**src/hufbp_pkg.sv**
```systemverilog
// shared types and constants of the huffman table bit packer
package hufbp_pkg;

  localparam int unsigned CodeWidth = 32;
  localparam int unsigned LenWidth  = 6;
  localparam int unsigned ByteWidth = 8;
  localparam int unsigned SymWidth  = 9;
  localparam int unsigned AccWidth  = CodeWidth + ByteWidth;

  localparam logic [SymWidth-1:0] EndSymbol = 9'd256;

  typedef enum logic [1:0] {
    MODE_LOAD   = 2'd0,
    MODE_ENCODE = 2'd1,
    MODE_FINISH = 2'd2
  } mode_e;

  typedef struct packed {
    logic [1:0]           mode;
    logic [SymWidth-1:0]  symbol;
    logic [CodeWidth-1:0] code_bits;
    logic [LenWidth-1:0]  code_length;
  } in_req_t;

  typedef struct packed {
    logic [ByteWidth-1:0] out_byte;
    logic                 last_of_run;
    logic                 end_of_stream;
  } out_req_t;

  // one code to append, handed from the table lookup to the packer
  typedef struct packed {
    logic [CodeWidth-1:0] code;
    logic [LenWidth-1:0]  len;
    logic                 fin;
  } job_t;

endpackage

```
**src/hufbp_packer.sv**
```systemverilog
// bit packer: merges codes into the pending bits and emits one byte per cycle unless out_ready_i stalls it
module hufbp_packer
  import hufbp_pkg::*;
(
  input  logic     clk_i,
  input  logic     rst_ni,
  input  logic     job_valid_i,
  output logic     job_ready_o,
  input  job_t     job_i,
  output logic     out_valid_o,
  input  logic     out_ready_i,
  output out_req_t out_data_o
);

  // acc holds valid bits left aligned, every bit below them is zero
  logic [AccWidth-1:0] acc_q, acc_d;
  logic [LenWidth-1:0] cnt_q, cnt_d;
  logic                fin_q, fin_d;
  logic                out_valid_q, out_valid_d;
  out_req_t            out_q, out_d;

  logic                 is_free;
  logic                 full_byte;
  logic                 out_free;
  logic                 advance;
  logic [CodeWidth-1:0] code_left;
  logic [AccWidth-1:0]  code_ext;
  logic                 last;

  always_comb begin
    full_byte = (cnt_q >= LenWidth'(ByteWidth));
    is_free   = !full_byte && !(fin_q && (cnt_q != '0));
    out_free  = !out_valid_q || out_ready_i;
    advance   = !is_free && out_free;

    code_left = job_i.code << (LenWidth'(CodeWidth) - job_i.len);
    code_ext  = {code_left, {ByteWidth{1'b0}}} >> cnt_q[2:0];

    // a full byte is the last one when under a byte stays and no pad follows
    if (full_byte) begin
      last = (cnt_q < LenWidth'(2 * ByteWidth)) &&
             !(fin_q && (cnt_q != LenWidth'(ByteWidth)));
    end else begin
      last = 1'b1;
    end

    acc_d       = acc_q;
    cnt_d       = cnt_q;
    fin_d       = fin_q;
    out_valid_d = out_valid_q && !out_ready_i;
    out_d       = out_q;

    if (advance) begin
      out_valid_d         = 1'b1;
      out_d.out_byte      = acc_q[AccWidth-1 -: ByteWidth];
      out_d.last_of_run   = last;
      out_d.end_of_stream = fin_q && last;
      if (full_byte) begin
        acc_d = acc_q << ByteWidth;
        cnt_d = cnt_q - LenWidth'(ByteWidth);
      end else begin
        acc_d = '0;
        cnt_d = '0;
        fin_d = 1'b0;
      end
    end else if (is_free && job_valid_i) begin
      acc_d = acc_q | code_ext;
      cnt_d = LenWidth'(cnt_q[2:0]) + job_i.len;
      fin_d = job_i.fin;
    end
  end

  always_ff @(posedge clk_i or negedge rst_ni) begin
    if (!rst_ni) begin
      acc_q       <= '0;
      cnt_q       <= '0;
      fin_q       <= 1'b0;
      out_valid_q <= 1'b0;
    end else begin
      acc_q       <= acc_d;
      cnt_q       <= cnt_d;
      fin_q       <= fin_d;
      out_valid_q <= out_valid_d;
    end
  end

  always_ff @(posedge clk_i) begin
    out_q <= out_d;
  end

  assign job_ready_o = is_free;
  assign out_valid_o = out_valid_q;
  assign out_data_o  = out_q;

endmodule

```
**config.mk**
```make
export PLATFORM = sky130hd
export DESIGN_NAME = hufbp_packer
export DESIGN_NICKNAME = d
export VERILOG_FILES = /design/src/hufbp_pkg.sv /design/src/hufbp_packer.sv
export SDC_FILE = /design/constraint.sdc
export NUM_CORES = 1
export LEC_CHECK = 0
export BUFFER_PORTS_ARGS = -buffer_cell sky130_fd_sc_hd__buf_2
export CORE_MARGIN = 1.5
export CORE_UTILIZATION = 40
export DETAILED_ROUTE_END_ITERATION = 7
export PLACE_DENSITY_LB_ADDON = 0.3
export SLEW_MARGIN = 20
export SYNTH_ARGS = -nofsm -noshare
export SYNTH_HDL_FRONTEND = slang
export SYNTH_SLANG_ARGS = --single-unit
```
**constraint.sdc**
```tcl
create_clock -name clk_i -period 3.3 [get_ports clk_i]
set_input_delay 0.33 -clock clk_i [delete_from_list [all_inputs] [get_ports clk_i]]
set_output_delay 0.33 -clock clk_i [all_outputs]
set_load 0.005 [all_outputs]
```
== Yosys cells after proc, flatten, opt, wreduce, memory -nomap -nowiden ==
Index checks and enable logic that the tools add are counted.

* Register bits: 58
* Output and inout port bits: 12
* Input port bits: 43
* Word-level logic and storage cells: 46

* Bitwise operators: 1
* Add/sub/neg operators: 3
* Shift operators: 2
* Reductions and logical operators: 18
* Mux-type cells: 11
* Equality and inequality tests: 2
* Magnitude comparators: 2

{| class="wikitable"
|+ Operators with widths
! operator !! count
|-
| two-way mux 40 bit || 3
|-
| bitwise OR 40 bit || 1
|-
| >> shifter 40 x 3 -> 40 bit || 1
|-
| << shifter 32 x 6 -> 32 bit || 1
|-
| two-way mux 6 bit || 3
|-
| logical AND 1 bit || 8
|-
| adder 3 x 6 -> 6 bit || 1
|-
| >= comparator 6 x 4 -> 1 bit (second input constant) || 1
|-
| logical NOT 1 bit || 6
|-
| less-than comparator 6 x 5 -> 1 bit (second input constant) || 1
|-
| inequality test 6 x 4 -> 1 bit (second input constant) || 1
|-
| nonzero test 6 bit || 1
|-
| subtractor 6 x 4 -> 6 bit (second input constant) || 1
|-
| subtractor 6 bit (first input constant) || 1
|-
| two-way mux 1 bit || 5
|-
| inequality test 2 bit (second input constant) || 1
|-
| AND reduction 2 bit || 1
|-
| nonzero test 2 bit || 1
|-
| logical OR 1 bit || 1
|}

== Logic depth before layout (Yosys ltp) ==
* Depth after elaboration: 8
* Depth in mapped cells: 16
* Depth with buffers taken out: 10

== Worst setup path after synthesis ==
Ideal clock, no wire load.

* Kind: input to register
* From: in job_i[1] in the netlist's numbering
* To: reg acc_q[35]
* Required time: 3.169 ns
* Path buffers: 4
* Setup time: 0.131 ns
* Arrival: 3.752 ns
* Cell stages on the path: 14
* Setup slack: -0.583 ns
* Cells stage by stage: buf_6 inv_1 buf_2 buf_2 ha_1 buf_6 mux2_1 mux4_2 o22ai_2 nor2_1 or3_1 mux4_2 a2111oi_2 nor3_1

* Longest elaborated chain between the ends: 6

{| class="wikitable"
|+ Ends and longest elaborated chain
! element !! RTL line !! source
|-
| start, declared || hufbp_packer.sv:9 || <nowiki>input job_t job_i,</nowiki>
|-
| subtractor 6 bit || hufbp_packer.sv:36 || <nowiki>code_left = job_i.code << (LenWidth'(CodeWidth) - job_i.len);</nowiki>
|-
| << shifter 32 x 6 -> 32 bit || hufbp_packer.sv:36 ||
|-
| >> shifter 40 x 3 -> 40 bit || hufbp_packer.sv:37 || <nowiki>code_ext = {code_left, {ByteWidth{1'b0}}} >> cnt_q[2:0];</nowiki>
|-
| bitwise OR 40 bit || hufbp_packer.sv:67 || <nowiki>acc_d = acc_q | code_ext;</nowiki>
|-
| two-way mux 40 bit || hufbp_packer.sv:66 || <nowiki>end else if (is_free && job_valid_i) begin</nowiki>
|-
| two-way mux 40 bit || hufbp_packer.sv:53 || <nowiki>if (advance) begin</nowiki>
|-
| end signal, assigned || hufbp_packer.sv:75 || <nowiki>acc_q <= '0;</nowiki>
|-
| end signal, assigned || hufbp_packer.sv:80 || <nowiki>acc_q <= acc_d;</nowiki>
|-
| end, declared || hufbp_packer.sv:16 || <nowiki>logic [AccWidth-1:0] acc_q, acc_d;</nowiki>
|}

Every way passes these cells. The select of a mux whose other input is x is not followed.
A chain may end at the register's enable or synchronous reset.

== Worst setup path in the final report ==
Ends and elaborated chain as after synthesis.

==> impl_metrics.json <==
{
  "reg2reg_from": "cnt_q[3]$_DFFE_PN0P_",
  "path_cells": "buf_2 -> inv_6 -> ha_4 -> buf_4 -> mux2_4 -> mux4_2 -> o22ai_2 -> nor2_1 -> or3_1 -> mux4_2 -> a2111oi_2 -> nor3_1",
  "synth_compound_area_frac": 0.2285,
  "drt_iter0_markers": 429,
  "postSynthCellCount": 641,
  "avgViaCountPerCell": 6.176,
  "cts_hold_buf": 0,
  "synth_edf_count": 10,
  "synth_ff_type": "dfrtp_1",
  "max_slew_margin": 0.5908,
  "r2r_setup_slack_ns": 0.32,
  "path_class": "input pin to flop",
  "path_clk_slew_ns": 0.05,
  "synth.ff_latch_count": 57,
  "ys_seq_area_frac": 0.2462,
  "cp-start-kind": "input pin",
  "grt_start_max_net_pins": 50,
  "p_per_area_nw_per_um2": 617.9,
  "die_y_um": 125.4,
  "tightest_slew_ns": 0.6138,
  "tritoncts": "done",
  "hold_violations": 0,
  "drive_gt1_frac": 0.3427,
  "end_kind": "flop",
  "ys.warnings.count": 0,
  "synth_top_family_by_area": "multiplexers",
  "max-vdd-ir-drop_mv": 0.3460,
  "clock-sinks": 57,
  "period_needed_ns": 3.108,
  "firstDrtPassIters": 4,
  "cts.htree.levels": 3,
  "synthMuxAreaShare": 0.2930,
  "hold_path_class": "input pin to asynchronous set/reset pin",
  "syn_avg_cell_area_um2": 9.354,
  "cts_max_path_buffers": 2,
  "grt_pass1_vias": 5602,
  "gr-usage-all-layers": 0.2417,
  "clock_skew_ns": 0.004937,
  "dieArea_um2": 15730,
  "dp_hpwl_um": 14620,
  "setup_ws_ns": 0.1919,
  "insertion_delay_ns": 0.33,
  "setup-violations-final": 0,
  "cts_resized": 0,
  "cp_slowest_cell": "mux4_2",
  "cp.required_ns": 3.50,
  "synthAdderAreaFrac": 0.01586,
  "cts_root_buffer": "clkbuf_16",
  "yosys.cell_types.count": 83,
  "synthXorXnorAreaFrac": 0.01043,
  "wl_um": 18910,
  "stdcell_area_um2": 7282,
  "fin_nets": 789,
  "critPathMaxStageDelay_ns": 0.52,
  "grt_overflow": 0,
  "timing.final.max_slew_violations": 0,
  "synth_area_um2": 5996,
  "antenna_found_initial": 0,
  "place_area_um2": 6959,
  "gp_congestion": 0.9690,
  "antenna_cells": 0,
  "drc": 0,
  "ioPinCount": 55,
  "die_width_um": 125.4,
  "postSynth.asyncResetShare": 0.8246,
  "fmax_mhz": 321.7,
  "cp_num_buf_inv": 3,
  "synth_nets": 691,
  "yosys.area_share.simple": 0.1455,
  "crit_family": "multiplexers",
  "worst-r2r-cell-count": 8,
  "finalSetupTns_ns": 0,
  "postRouteAntennaNets": 0,
  "total_leakage_power_nw": 3.095,
  "numCtsBuffers": 9,
  "status": "complete, no violations",
  "pre_cts_ws_ns": -0.1428,
  "row_count": 44,
  "fp.coreArea_um2": 14590,
  "crit_fanout": 13,
  "post_cts_buffers": 0,
  "maxCapViolations": 0,
  "initial_core_util": 0.4110,
  "rsz0062_at_grt": "no",
  "arrival_ns": 3.31,
  "wl_per_cell_um": 20.38,
  "place.port_buffers": 54,
  "period_share": 0.9418,
  "grt_pass1_wl_um": 30680,
  "fin_util": 0.4991,
  "vias": 5731,
  "syn_to_final_growth_pct": 21.45,
  "total_power_w": 0.004500,
  "rr_endpoint": "cnt_q[2]$_DFFE_PN0P_",
  "cp_common_cell": "mux4_2"
}
stage by stage:
| step | instances | hold slack (ns) |
|---|---|---|
| 5_1_grt | 928 | 0.06390 |
| 2_1_floorplan | 641 | 0.03441 |
| 4_1_cts | 924 | 0.2233 |
| 3_3_place_gp | 908 | 0.4396 |
| 6_report | 928 | 0.01656 |
| 3_5_place_dp | 908 | 0.4465 |
Yosys cell counts (all sizes together) (4+ instances only):
cell type  count  area share
o221ai         6      0.0088
o22ai          7      0.0083
edfxtp        10       0.050
mux2          33       0.062
nor2b          4      0.0042
mux4          36        0.14
clkbuf        33       0.021
a31oi          8      0.0083
nand3         13       0.011
a21oi         58       0.049
a211oi        15       0.020
xnor2          4      0.0058
and2           6      0.0067
inv           15      0.0094
ha             6       0.013
a22oi          4      0.0050
dfrtp         47        0.20
nor3          15       0.013
nor4           5      0.0052
o32ai          9       0.016
o21ai         26       0.022
o31ai          8       0.011
mux2i         57       0.096
nor2          47       0.029
nand2         58       0.037
or3            9      0.0094
buf           23       0.030
nand2b         7      0.0073
o21a           4      0.0050
how the worst max path moves through the flow:
stage	slack [ns]	startpoint	endpoint	cells after the start
floorplan	-0.11	job_i[1]	acc_q[35]$_DFFE_PN0P_	14
finish	0.19	job_i[1]	acc_q[35]$_DFFE_PN0P_	12
detailed placement	-0.14	job_i[2]	acc_q[35]$_DFFE_PN0P_	11
CTS	0.20	job_i[1]	acc_q[35]$_DFFE_PN0P_	11
global placement	-0.11	job_i[2]	acc_q[35]$_DFFE_PN0P_	11
global route	0.03	job_i[2]	acc_q[35]$_DFFE_PN0P_	11
layout make-up:
class | instances | area [um2]
inverter | 16 | 65.06
multi-input combinational | 512 | 4204
timing repair buffer | 143 | 1016
clock inverter | 3 | 40.04
sequential | 57 | 1476
clock buffer | 13 | 250.2
tap | 184 | 230.2
fill | 1346 | 7307
cells by family (layout without fill, tap and decap cells):
kind of cell             Yosys count  count (layout)
flip-flops                        57              57
adder cells (fa/ha/maj)            7               7
AO/OA/AOI/OAI                    193             193
AND/OR/NAND/NOR                  181             181
multiplexers                     126             126
buffers and inverters             72             175
XOR/XNOR                           5               5
cells in the final DEF (no fill, tap or decap), types with 4 or more instances in the layout:
cell type | Yosys | final
o31ai_1 | 7 | 7
buf_4 | 6 | 84
nor3_1 | 15 | 14
mux4_2 | 36 | 36
nor2b_1 | 4 | 4
o221ai_1 | 6 | 5
nor4_1 | 5 | 5
mux2i_1 | 56 | 55
nand3_1 | 13 | 13
inv_1 | 15 | 14
and2_1 | 5 | 5
buf_12 | 0 | 6
o32ai_1 | 8 | 8
nor2_1 | 47 | 46
or3_1 | 9 | 9
edfxtp_1 | 10 | 10
a22oi_1 | 4 | 4
ha_1 | 6 | 5
xnor2_1 | 4 | 4
o22ai_1 | 6 | 5
o21ai_0 | 26 | 26
a21oi_1 | 57 | 57
nand2b_1 | 7 | 7
clkbuf_16 | 0 | 9
a211oi_1 | 13 | 13
dfrtp_1 | 47 | 47
mux2_2 | 30 | 29
buf_2 | 8 | 53
nand2_1 | 57 | 57
a31oi_1 | 8 | 8
o21a_1 | 4 | 4
metal layers:
| layer | global-route usage | up-vias | wire (um) |
|---|---|---|---|
| li1 | - | 2680 | - |
| met1 | 0.3369 | 2816 | 8784 |
| met2 | 0.3811 | 202 | 8725 |
| met3 | 0.03166 | 33 | 809 |
| met4 | 0.09559 | 0 | 591 |
| met5 | 0 | - | 0 |
where the power goes:
group	internal [W]	switching [W]	total, W	leakage, nW
clock network	0.000602	0.000306	0.000908	0.144
logic	0.00106	0.00141	0.00247	2.22
registers	0.000957	0.000163	0.00112	0.733
total	0.00262	0.00188	0.00450	3.09
flip-flops by register name, indices dropped and copies added, names as in the netlist:
name / cells
out_data_o: 10
out_valid_o: 1
acc_q: 39
fin_q: 1
cnt_q: 6
Note: power is estimated with default switching activity, not from simulation.
